**src/hdl/hpid_pkg.sv**
```systemverilog
package hpid_pkg;

    // Configuration register indexes.
    typedef enum logic [2:0] {
        REG_TARGET   = 3'd0,
        REG_GAIN_P   = 3'd1,
        REG_GAIN_I   = 3'd2,
        REG_GAIN_D   = 3'd3,
        REG_STOP_THR = 3'd4
    } cfg_index_t;

    localparam int unsigned CFG_DATA_W = 16;

    // Controller constants.
    localparam logic [3:0]         SETTLE_TICKS   = 4'd10;
    localparam logic [3:0]         TICK_MAX       = 4'd15;
    localparam logic signed [14:0] CLEAR_LIMIT    = 15'sd800;
    localparam logic [23:0]        INTEGRAL_MAX   = 24'hFFFFFF;
    localparam logic [14:0]        STOP_THR_RESET = 15'd26;
    // 0.88 as a Q16 factor.
    localparam logic signed [16:0] SCALE_088      = 17'sd57672;
    // Any speed beyond this saturates the drive anyway.
    localparam logic signed [16:0] SPEED_LIM      = 17'sd65535;
    localparam logic signed [16:0] SPEED_LIM_NEG  = -17'sd65535;
    localparam logic signed [15:0] DRIVE_MAX      = 16'sd25600;
    localparam logic signed [15:0] DRIVE_MIN      = -16'sd25600;

    typedef struct packed {
        logic signed [13:0] target;
        logic [15:0]        gain_p;
        logic [15:0]        gain_i;
        logic [15:0]        gain_d;
        logic [14:0]        stop_thr;
    } cfg_t;

    // Error terms of one sample.
    typedef struct packed {
        logic signed [14:0] err;
        logic signed [15:0] deriv;
        logic [23:0]        integral;
        logic               restart;
        logic               settled;
    } front_t;

    // Weighted terms of one sample.
    typedef struct packed {
        logic signed [31:0] p_err;
        logic [39:0]        p_int;
        logic signed [31:0] p_der;
        logic               restart;
        logic               settled;
    } prod_t;

endpackage

```
**src/hdl/hpid_if.sv**
```systemverilog
interface hpid_in_if;
    logic        valid;
    logic        ready;
    logic [12:0] heading;
    logic        restart;

    modport source (output valid, output heading, output restart, input ready);
    modport sink (input valid, input heading, input restart, output ready);
endinterface

interface hpid_out_if;
    logic               valid;
    logic               ready;
    logic signed [15:0] drive;
    logic               stopped;

    modport source (output valid, output drive, output stopped, input ready);
    modport sink (input valid, input drive, input stopped, output ready);
endinterface

```
**src/hdl/heading_pid_turn_controller_top.sv**
```systemverilog
// Heading PID turn controller. Each request carries a heading sample (Q4
// degrees) and a restart flag and yields one result: a signed drive in
// 1/256 percent and the stop flag. The error to the target heading feeds a
// PID sum with unsigned Q8.8 gains; the integral is cleared whenever the
// error is not positive or reaches 50 degrees, and once ten samples have
// passed a speed below the stop threshold latches a stop (drive 0) until a
// restart. One sample is taken per clock cycle unless result_ch.ready stalls it;
// the four register stages are input and error terms, the three gain multipliers,
// the speed sum with the stop check, and the 0.88 scaling with saturation.
// Registers are written through cfg_we, cfg_index and cfg_data; the user must do
// so only while no sample is in flight (the block does not enforce it). Indexes 0
// to 4 are target heading, P, I, D gains, stop threshold; other indexes are ignored.
module heading_pid_turn_controller_top (
    input  logic                              clk,
    input  logic                              rst_n,
    input  logic                              cfg_we,
    input  logic [2:0]                        cfg_index,
    input  logic [hpid_pkg::CFG_DATA_W-1:0]   cfg_data,
    hpid_in_if.sink                           sample_ch,
    hpid_out_if.source                        result_ch
);

    hpid_pkg::cfg_t   cfg_reg;
    logic             s1_valid;
    logic             s1_ready;
    hpid_pkg::front_t s1_data;
    logic             s2_valid;
    logic             s2_ready;
    hpid_pkg::prod_t  s2_data;

    // Configuration registers.
    always_ff @(posedge clk or negedge rst_n)
    begin
        if (!rst_n)
        begin
            cfg_reg.target   <= '0;
            cfg_reg.gain_p   <= '0;
            cfg_reg.gain_i   <= '0;
            cfg_reg.gain_d   <= '0;
            cfg_reg.stop_thr <= hpid_pkg::STOP_THR_RESET;
        end
        else if (cfg_we)
        begin
            case (hpid_pkg::cfg_index_t'(cfg_index))
                hpid_pkg::REG_TARGET:   cfg_reg.target   <= $signed(cfg_data[13:0]);
                hpid_pkg::REG_GAIN_P:   cfg_reg.gain_p   <= cfg_data;
                hpid_pkg::REG_GAIN_I:   cfg_reg.gain_i   <= cfg_data;
                hpid_pkg::REG_GAIN_D:   cfg_reg.gain_d   <= cfg_data;
                hpid_pkg::REG_STOP_THR: cfg_reg.stop_thr <= cfg_data[14:0];
                default:
                begin
                end
            endcase
        end
    end

    hpid_front u_front (
        .clk       (clk),
        .rst_n     (rst_n),
        .cfg       (cfg_reg),
        .sample_ch (sample_ch),
        .s1_valid  (s1_valid),
        .s1_data   (s1_data),
        .s1_ready  (s1_ready)
    );

    hpid_mult u_mult (
        .clk      (clk),
        .rst_n    (rst_n),
        .cfg      (cfg_reg),
        .s1_valid (s1_valid),
        .s1_data  (s1_data),
        .s1_ready (s1_ready),
        .s2_valid (s2_valid),
        .s2_data  (s2_data),
        .s2_ready (s2_ready)
    );

    hpid_out u_out (
        .clk       (clk),
        .rst_n     (rst_n),
        .cfg       (cfg_reg),
        .s2_valid  (s2_valid),
        .s2_data   (s2_data),
        .s2_ready  (s2_ready),
        .result_ch (result_ch)
    );

endmodule

```
**src/hdl/hpid_front.sv**
```systemverilog
module hpid_front (
    input  logic                 clk,
    input  logic                 rst_n,
    input  hpid_pkg::cfg_t       cfg,
    hpid_in_if.sink              sample_ch,
    output logic                 s1_valid,
    output hpid_pkg::front_t     s1_data,
    input  logic                 s1_ready
);

    logic signed [14:0] prev_err_reg;
    logic [23:0]        integral_reg;
    logic [3:0]         tick_reg;
    logic               s1_valid_reg;
    hpid_pkg::front_t   s1_data_reg;

    logic signed [14:0] prev_base;
    logic [23:0]        integral_base;
    logic [3:0]         tick_base;
    logic signed [14:0] err;
    logic signed [15:0] deriv;
    logic [24:0]        int_sum;
    logic               int_clear;
    logic [23:0]        integral_next;
    logic [3:0]         tick_next;
    logic               accept;

    assign sample_ch.ready = !s1_valid_reg || s1_ready;
    assign accept          = sample_ch.valid && sample_ch.ready;
    assign s1_valid        = s1_valid_reg;
    assign s1_data         = s1_data_reg;

    // Error, derivative and integral of the incoming sample. A restart
    // replaces the stored state before the sample is used. State written
    // after a stop has latched is still read, but the drive stays 0 until a restart.
    always_comb
    begin
        prev_base     = sample_ch.restart ? {cfg.target[13], cfg.target} : prev_err_reg;
        integral_base = sample_ch.restart ? 24'd0 : integral_reg;
        tick_base     = sample_ch.restart ? 4'd0 : tick_reg;
        err           = {cfg.target[13], cfg.target} - $signed({2'b00, sample_ch.heading});
        deriv         = {err[14], err} - {prev_base[14], prev_base};
        int_clear     = (err <= 15'sd0) || (err >= hpid_pkg::CLEAR_LIMIT);
        int_sum       = {1'b0, integral_base} + {10'd0, err};
        if (int_clear)
        begin
            integral_next = 24'd0;
        end
        else if (int_sum[24])
        begin
            integral_next = hpid_pkg::INTEGRAL_MAX;
        end
        else
        begin
            integral_next = int_sum[23:0];
        end
        tick_next = (tick_base < hpid_pkg::TICK_MAX) ? tick_base + 4'd1 : tick_base;
    end

    // Controller state and the input stage.
    always_ff @(posedge clk or negedge rst_n)
    begin
        if (!rst_n)
        begin
            prev_err_reg <= '0;
            integral_reg <= '0;
            tick_reg     <= '0;
            s1_valid_reg <= 1'b0;
        end
        else if (accept)
        begin
            prev_err_reg <= err;
            integral_reg <= integral_next;
            tick_reg     <= tick_next;
            s1_valid_reg <= 1'b1;
        end
        else if (s1_ready)
        begin
            s1_valid_reg <= 1'b0;
        end
    end

    always_ff @(posedge clk)
    begin
        if (accept)
        begin
            s1_data_reg.err      <= err;
            s1_data_reg.deriv    <= deriv;
            s1_data_reg.integral <= integral_next;
            s1_data_reg.restart  <= sample_ch.restart;
            s1_data_reg.settled  <= tick_base >= hpid_pkg::SETTLE_TICKS;
        end
    end

endmodule

```
**src/hdl/hpid_mult.sv**
```systemverilog
module hpid_mult (
    input  logic                 clk,
    input  logic                 rst_n,
    input  hpid_pkg::cfg_t       cfg,
    input  logic                 s1_valid,
    input  hpid_pkg::front_t     s1_data,
    output logic                 s1_ready,
    output logic                 s2_valid,
    output hpid_pkg::prod_t      s2_data,
    input  logic                 s2_ready
);

    logic            s2_valid_reg;
    hpid_pkg::prod_t s2_data_reg;
    logic            load;

    assign s1_ready = !s2_valid_reg || s2_ready;
    assign load     = s1_valid && s1_ready;
    assign s2_valid = s2_valid_reg;
    assign s2_data  = s2_data_reg;

    always_ff @(posedge clk or negedge rst_n)
    begin
        if (!rst_n)
        begin
            s2_valid_reg <= 1'b0;
        end
        else if (load)
        begin
            s2_valid_reg <= 1'b1;
        end
        else if (s2_ready)
        begin
            s2_valid_reg <= 1'b0;
        end
    end

    // Three gain multipliers in parallel.
    always_ff @(posedge clk)
    begin
        if (load)
        begin
            s2_data_reg.p_err   <= $signed({1'b0, cfg.gain_p}) * s1_data.err;
            s2_data_reg.p_int   <= {24'd0, cfg.gain_i} * {16'd0, s1_data.integral};
            s2_data_reg.p_der   <= $signed({1'b0, cfg.gain_d}) * s1_data.deriv;
            s2_data_reg.restart <= s1_data.restart;
            s2_data_reg.settled <= s1_data.settled;
        end
    end

endmodule

```
**src/hdl/hpid_out.sv**
```systemverilog
module hpid_out (
    input  logic                 clk,
    input  logic                 rst_n,
    input  hpid_pkg::cfg_t       cfg,
    input  logic                 s2_valid,
    input  hpid_pkg::prod_t      s2_data,
    output logic                 s2_ready,
    hpid_out_if.source           result_ch
);

    logic                stop_reg;
    logic                s3_valid_reg;
    logic signed [16:0]  speed_reg;
    logic                zero_reg;
    logic                out_valid_reg;
    logic signed [15:0]  drive_reg;
    logic                stopped_reg;

    logic                s3_ready;
    logic                load3;
    logic                load4;
    logic signed [41:0]  raw;
    logic signed [37:0]  speed;
    logic signed [16:0]  speed_clamped;
    logic                latch_base;
    logic                fire;
    logic                zero_next;
    logic signed [33:0]  scaled_full;
    logic signed [16:0]  scaled;
    logic signed [15:0]  drive_next;

    assign s3_ready         = !out_valid_reg || result_ch.ready;
    assign s2_ready         = !s3_valid_reg || s3_ready;
    assign load3            = s2_valid && s2_ready;
    assign load4            = s3_valid_reg && s3_ready;
    assign result_ch.valid   = out_valid_reg;
    assign result_ch.drive   = drive_reg;
    assign result_ch.stopped = stopped_reg;

    // Speed sum, low-speed stop decision and speed clamp.
    always_comb
    begin
        raw = {{10{s2_data.p_err[31]}}, s2_data.p_err} + $signed({2'b00, s2_data.p_int})
            + {{10{s2_data.p_der[31]}}, s2_data.p_der};
        speed = raw[41:4];
        latch_base = !s2_data.restart && stop_reg;
        fire = !latch_base && s2_data.settled
            && (speed < $signed({23'd0, cfg.stop_thr}));
        zero_next = latch_base || fire;
        if (speed > hpid_pkg::SPEED_LIM)
        begin
            speed_clamped = hpid_pkg::SPEED_LIM;
        end
        else if (speed < hpid_pkg::SPEED_LIM_NEG)
        begin
            speed_clamped = hpid_pkg::SPEED_LIM_NEG;
        end
        else
        begin
            speed_clamped = speed[16:0];
        end
    end

    // Scaling by 0.88 and saturation to full drive.
    always_comb
    begin
        scaled_full = speed_reg * hpid_pkg::SCALE_088;
        scaled      = scaled_full[32:16];
        if (zero_reg)
        begin
            drive_next = 16'sd0;
        end
        else if (scaled > hpid_pkg::DRIVE_MAX)
        begin
            drive_next = hpid_pkg::DRIVE_MAX;
        end
        else if (scaled < hpid_pkg::DRIVE_MIN)
        begin
            drive_next = hpid_pkg::DRIVE_MIN;
        end
        else
        begin
            drive_next = scaled[15:0];
        end
    end

    // Stop latch and stage valid flags.
    always_ff @(posedge clk or negedge rst_n)
    begin
        if (!rst_n)
        begin
            stop_reg      <= 1'b0;
            s3_valid_reg  <= 1'b0;
            out_valid_reg <= 1'b0;
        end
        else
        begin
            if (load3)
            begin
                stop_reg     <= zero_next;
                s3_valid_reg <= 1'b1;
            end
            else if (s3_ready)
            begin
                s3_valid_reg <= 1'b0;
            end
            if (load4)
            begin
                out_valid_reg <= 1'b1;
            end
            else if (result_ch.ready)
            begin
                out_valid_reg <= 1'b0;
            end
        end
    end

    // Speed stage and result register.
    always_ff @(posedge clk)
    begin
        if (load3)
        begin
            speed_reg <= speed_clamped;
            zero_reg  <= zero_next;
        end
        if (load4)
        begin
            drive_reg   <= drive_next;
            stopped_reg <= zero_reg;
        end
    end

endmodule
```
**src/flat_wrapper.sv**
```systemverilog
// flat-port wrapper written by rule: the top's interface ports become plain ports
module heading_pid_turn_controller_top_flat 
  (clk, rst_n, cfg_we, cfg_index, cfg_data, sample_ch_valid, sample_ch_heading, sample_ch_restart, sample_ch_ready, result_ch_valid, result_ch_drive, result_ch_stopped, result_ch_ready);
  hpid_in_if sample_ch_i ();
  hpid_out_if result_ch_i ();
  input  logic clk;
  input  logic rst_n;
  input  logic cfg_we;
  input  logic [2:0] cfg_index;
  input  logic [hpid_pkg::CFG_DATA_W-1:0] cfg_data;
  input wire logic [$bits(sample_ch_i.valid)-1:0] sample_ch_valid;
  input wire logic [$bits(sample_ch_i.heading)-1:0] sample_ch_heading;
  input wire logic [$bits(sample_ch_i.restart)-1:0] sample_ch_restart;
  output wire logic [$bits(sample_ch_i.ready)-1:0] sample_ch_ready;
  output wire logic [$bits(result_ch_i.valid)-1:0] result_ch_valid;
  output wire logic [$bits(result_ch_i.drive)-1:0] result_ch_drive;
  output wire logic [$bits(result_ch_i.stopped)-1:0] result_ch_stopped;
  input wire logic [$bits(result_ch_i.ready)-1:0] result_ch_ready;
  assign sample_ch_i.valid = sample_ch_valid;
  assign sample_ch_i.heading = sample_ch_heading;
  assign sample_ch_i.restart = sample_ch_restart;
  assign sample_ch_ready = sample_ch_i.ready;
  assign result_ch_valid = result_ch_i.valid;
  assign result_ch_drive = result_ch_i.drive;
  assign result_ch_stopped = result_ch_i.stopped;
  assign result_ch_i.ready = result_ch_ready;
  heading_pid_turn_controller_top u_core (.clk(clk), .rst_n(rst_n), .cfg_we(cfg_we), .cfg_index(cfg_index), .cfg_data(cfg_data), .sample_ch(sample_ch_i), .result_ch(result_ch_i));
endmodule
```
**config.mk**
```make
export PLATFORM = sky130hd
export DESIGN_NAME = heading_pid_turn_controller_top_flat
export DESIGN_NICKNAME = d
export VERILOG_FILES = /design/src/hdl/hpid_pkg.sv /design/src/hdl/hpid_if.sv /design/src/hdl/heading_pid_turn_controller_top.sv /design/src/hdl/hpid_front.sv /design/src/hdl/hpid_mult.sv /design/src/hdl/hpid_out.sv /design/src/flat_wrapper.sv
export SDC_FILE = /design/constraint.sdc
export NUM_CORES = 2
export LEC_CHECK = 0
export BUFFER_PORTS_ARGS = -buffer_cell sky130_fd_sc_hd__clkbuf_2
export CORE_MARGIN = 2
export CORE_UTILIZATION = 35
export CTS_BUF_LIST = sky130_fd_sc_hd__clkbuf_8
export CTS_CLUSTER_SIZE = 10
export DETAILED_ROUTE_END_ITERATION = 10
export PLACE_DENSITY_LB_ADDON = 0.08
export SLEW_MARGIN = 5
export SYNTH_ARGS = -nofsm -noshare
export SYNTH_HDL_FRONTEND = slang
export SYNTH_HIERARCHICAL = 1
export SYNTH_SLANG_ARGS = --single-unit
```
**constraint.sdc**
```tcl
create_clock -name clk -period 8.82 [get_ports clk]
set_input_delay 1.764 -clock clk [delete_from_list [all_inputs] [get_ports clk]]
set_output_delay 1.764 -clock clk [all_outputs]
set_load 0.02 [all_outputs]
```
== Word level (Yosys, flattened, before mapping) ==
Index checks and enable logic that the tools add are counted.

* Add/sub/neg operators: 6
* Multiply operators: 4
* Order comparisons: 9
* Equal/unequal tests: 4
* Mux-type cells: 17
* Reduce and logical (&&, ||, !) cells: 32

{| class="wikitable"
|+ Operator list
! kind !! number
|-
| $mux W24 || 3
|-
| $add A32 B41 Y42 || 1
|-
| $add A42 B42 Y42 || 1
|-
| $mul A16 B24 Y40 || 1
|-
| $gt A38 B17 Y1 const B || 1
|-
| $lt A38 B16 Y1 || 1
|-
| $lt A38 B17 Y1 const B || 1
|-
| $mul A17 B15 Y32 || 1
|-
| $mul A17 B16 Y32 || 1
|-
| $mul A17 B14 Y30 const B || 1
|-
| $mux W15 || 2
|-
| $add A24 B15 Y25 || 1
|-
| $gt A17 B16 Y1 const B || 1
|-
| $lt A17 B16 Y1 const B || 1
|-
| $mux W17 || 1
|-
| $mux W16 || 1
|-
| $sub A15 B15 Y16 || 1
|-
| $ge A15 B11 Y1 const B || 1
|-
| $le A15 B1 Y1 const B || 1
|-
| $sub A14 B14 Y15 || 1
|-
| $reduce_and A2 Y1 || 5
|-
| $mux W1 || 8
|-
| $mux W4 || 2
|-
| $reduce_bool A2 Y1 || 4
|-
| other kinds (12) || 30
|}

* Register bits after elaboration: 323
* Bits of input ports: 38
* Logic and storage cells: 102

== Longest topological paths before layout ==
* Depth after elaboration: 7
* Mapped depth: 25

== By module ==
Netlist, hierarchy kept.

{| class="wikitable"
|+ By module, submodules not included
! module !! times used !! cells each !! area each (um^2) !! seq. area each (um^2)
|-
| hpid_mult || 1 || 3444 || 32117.1 || 3208.1
|-
| hpid_out || 1 || 1079 || 9671.8 || 1126.1
|-
| hpid_front || 1 || 707 || 6881.6 || 2812.7
|-
| heading_pid_turn_controller_top || 1 || 167 || 2957.8 || 1930.6
|}

== Worst setup path after synthesis ==
No wires, ideal clock.

* Path type: reg-to-reg
* Start point: reg u_core.u_front.s1_data_reg, in the netlist u_core/u_front/s1_data[56]
* End point: reg u_core.u_mult.s2_data_reg, in the netlist u_core/u_mult/s2_data[98] (data pin)
* Setup time: 0.263 ns
* Arrival time: 6.298 ns
* Required time: 8.557 ns
* Path slack: 2.259 ns
* Stages on the path, launching flop included: 25
* Path buffers: 1
* Period minus slack after synthesis: 6.561 ns
* Path through: edfxtp_1 > clkbuf_1 > nor2b_1 > fa_1 > inv_1 > fa_1 > inv_1 > fa_1 > inv_1 > fa_1 > inv_1 > fa_1 > inv_1 > fa_1 > inv_1 > ha_1 > a2111oi_2 > o21ai_1 > a21oi_1 > o22ai_1 > a2111o_1 > a31oi_2 > o21bai_1 > a21oi_2 > xnor2_1

* Cells in the longest elaborated chain, start to end: 1

{| class="wikitable"
|+ RTL lines
! element !! RTL line !! text
|-
| from (decl) || hpid_front.sv:15 || <nowiki>hpid_pkg::front_t s1_data_reg;</nowiki>
|-
| $mul A17 B15 Y32 || hpid_mult.sv:43 || <nowiki>s2_data_reg.p_err <= $signed({1'b0, cfg.gain_p}) * s1_data.err;</nowiki>
|-
| to (decl) || hpid_mult.sv:14 || <nowiki>hpid_pkg::prod_t s2_data_reg;</nowiki>
|}

No other way between the ends.
A chain may end at the register's enable or synchronous reset.

== Worst setup path in the final report ==
* Start point: reg u_core/cfg_reg[42] (netlist name)
* End point: reg u_core.u_mult.s2_data_reg, in the netlist u_core/u_mult/s2_data[72] (data pin)

* Cells in the longest elaborated chain, start to end: 1

{| class="wikitable"
|+ RTL lines
! element !! RTL line !! text
|-
| from (decl) || heading_pid_turn_controller_top.sv:23 || <nowiki>hpid_pkg::cfg_t cfg_reg;</nowiki>
|-
| $mul A16 B24 Y40 || hpid_mult.sv:44 || <nowiki>s2_data_reg.p_int <= {24'd0, cfg.gain_i} * {16'd0, s1_data.integral};</nowiki>
|}

No other way between the ends.

==> results.json <==
{
  "dr.first_iter.drc_count": 1978,
  "synth.area.mux_share_pct": 2.34,
  "vias": 36800,
  "async_flop_share_pct": 38.7,
  "finalSetupTns_ps": 0,
  "worstSkewPairLatency_ps": 750,
  "worst_ep_required_time_ps": 9290,
  "yosysSeqAreaShare_pct": 17.6,
  "cp-start-kind": "register",
  "rows": 140,
  "fin_cells": 7345,
  "synth_top_family_by_area": "adder cells",
  "largest_register_ffs": 106,
  "netlist_instances": 5397,
  "yosysWarnings": 6,
  "critPathKind": "register to register",
  "ys_ff_latch": 323,
  "viasPerCell": 5.01,
  "syn_area_sq_mm": 0.0516,
  "grt_util_all_layers_pct": 21.3,
  "root_buffer": "clkbuf_8",
  "fin_crit_sh_pct": 80.4,
  "die_w_um": 388,
  "clkSlewWorstSetupHoldPaths_ps": 60,
  "final_nets": 6707,
  "hold_buffers": 0,
  "cts_tree": "yes",
  "fmax_mhz": 141,
  "core_area_sq_mm": 0.146,
  "slew_headroom_pct": 12.2,
  "ant_nets": 0,
  "synth_nets": 6740,
  "fillerInstances": 14900,
  "yosys.area_share.simple_pct": 14.6,
  "grt_max_degree": 69,
  "hold_viol": 0,
  "start_util_pct": 35.3,
  "drive_gt1_share_pct": 7.34,
  "drv_slew": 0,
  "synth_fa_ha_area_share_pct": 43.0,
  "drc": 0,
  "status": "finished clean",
  "cts_resized": 0,
  "synth-compound-area-share_pct": 9.62,
  "cts.sinks": 323,
  "dr.pass1.iters": 6,
  "rsz0062_at_grt": "no",
  "grt_pass1_vias": 39500,
  "gp_congestion": 0.867,
  "regArea_sq_mm": 0.00908,
  "antenna_found_initial": 22,
  "fin_worst_skew_ps": 36.3,
  "hold_path.class": "register to register",
  "synth_cell_type_count": 123,
  "worstPathMaxFanout": 25,
  "cts_made_buffers": 72,
  "whs_ps": 474,
  "routed_wirelength_um": 157000,
  "hpwl_um": 123000,
  "wl_per_cell_um": 21.3,
  "endpoint_kind": "register",
  "syn_avg_cell_area_sq_um": 9.57,
  "worst_ep_arrival_time_ps": 7570,
  "synth_xor_area_share_pct": 3.66,
  "port_buffers": 56,
  "fp.dieH_um": 388,
  "layout_common_cells": "1020 x inv_1, 782 x fa_1, 680 x nand2_1",
  "drv_cap": 0,
  "ios": 57,
  "finalCriticalPeriod_ps": 7090,
  "multi_input_area_sq_mm": 0.0378,
  "cts.path.max_buffers": 3,
  "areaGrowthSynthToFinish_pct": 6.92,
  "place_inst": 7207,
  "overflow": 0,
  "grt_pass1_wl_um": 244000,
  "die-area_sq_mm": 0.151,
  "final_common_cell": "inv_1",
  "worst_pin_slew_ps": 1310,
  "synthFlopType": "edfxtp_1",
  "cts_setup_buffers": 0,
  "h-tree-depth": 3,
  "setup_viol": 0,
  "synth-edff-count": 198
}
[logic make-up (layout without fill, tap and decap cells)]
| kind of cell | after synthesis | count (layout) |
|---|---|---|
| AOI/OAI and AO/OA | 723 | 723 |
| xor gates and xnor gates | 209 | 209 |
| adders and majority gates | 1307 | 1307 |
| buffers and inverters | 1205 | 1230 |
| DFF | 323 | 323 |
| muxes | 109 | 109 |
| other | 0 | 6 |
| and+or+nand+nor | 1521 | 1521 |
[Yosys cell counts, types with 32 or more instances]
| cell | n | area, sq um |
|---|---|---|
| a211oi_1 | 32 | 240 |
| a21o_1 | 87 | 653 |
| a21oi_1 | 209 | 1050 |
| and2_1 | 361 | 2260 |
| clkbuf_1 | 152 | 571 |
| dfrtp_1 | 122 | 3050 |
| edfxtp_1 | 198 | 5950 |
| fa_1 | 782 | 15700 |
| ha_1 | 523 | 6540 |
| inv_1 | 1004 | 3770 |
| mux2_2 | 94 | 1060 |
| nand2_1 | 680 | 2550 |
| nand2b_1 | 61 | 382 |
| nand3_1 | 45 | 225 |
| nand4_1 | 51 | 319 |
| nor2_1 | 143 | 537 |
| nor2b_1 | 41 | 257 |
| nor3_1 | 41 | 205 |
| o21ai_0 | 120 | 601 |
| xnor2_1 | 136 | 1190 |
| xor2_1 | 68 | 596 |
[through the flow]
stage               setup slack (ps)  area, sq um  utilization (%)
floorplan                       2260        51600                -
global placement                1740        53600             36.7
detailed placement              1730        53600             36.7
CTS                             1720        55200             37.8
global route                    1310        55200             37.8
finish                          1730        55200             37.8
[layer usage]
layer / up-vias / part of all wire (%) / global-route usage, %
li1: 17200 / - / -
met1: 18700 / 47 / 29.6
met2: 692 / 47 / 35.3
met3: 166 / 4.1 / 2.41
met4: 0 / 2.5 / 5.27
met5: - / 0 / 0
[path summary, 6_finish.rpt]
path                                                             from                                          to  slack [ps]  cells past startpoint
setup / recovery                       u_core/cfg_reg[42]$_DFFE_PN0P_         u_core/u_mult/s2_data[72]$_DFFE_PP_        1730                     18
hold / removal             u_core/u_front/prev_err_reg[7]$_DFFE_PN0P_  u_core/u_front/prev_err_reg[7]$_DFFE_PN0P_         470                      2
setup reg to reg                       u_core/cfg_reg[42]$_DFFE_PN0P_         u_core/u_mult/s2_data[72]$_DFFE_PP_        1730                     18
hold reg to reg            u_core/u_front/prev_err_reg[7]$_DFFE_PN0P_  u_core/u_front/prev_err_reg[7]$_DFFE_PN0P_         470                      2
max in group asynchronous                                       rst_n              u_core/cfg_reg[26]$_DFFE_PN0P_        6610                      2
min in group asynchronous                                       rst_n           u_core/u_out/stop_reg$_DFFE_PN0P_        1050                      1
[worst max-delay path, cell delays in order (launching register included)]
cell and delay (ps):
dfrtp_1 1110, nand2_1 180, fa_1 590, fa_1 440
fa_1 520, fa_1 540, fa_1 520, fa_1 600
inv_1 60, ha_1 390, a21o_1 190, a21o_1 160
a21oi_1 230, o2111ai_1 150, o21ai_0 350, nor4b_1 110
a211oi_1 350, o21ai_0 170, xor2_1 160
[final cells by class]
type                       instances  area share (%)
clock buffer                      82            2.04
timing repair buffer              92            1.01
multi-input combinational       3869            68.5
clock inverter                    50           0.759
inverter                        1006            6.85
tap                             1917            4.35
sequential                       323            16.4
antenna                            6          0.0272
Power is left out: the tool's default activity adds up to more than one toggle a clock period on the data nets, which glitch-free logic cannot reach.
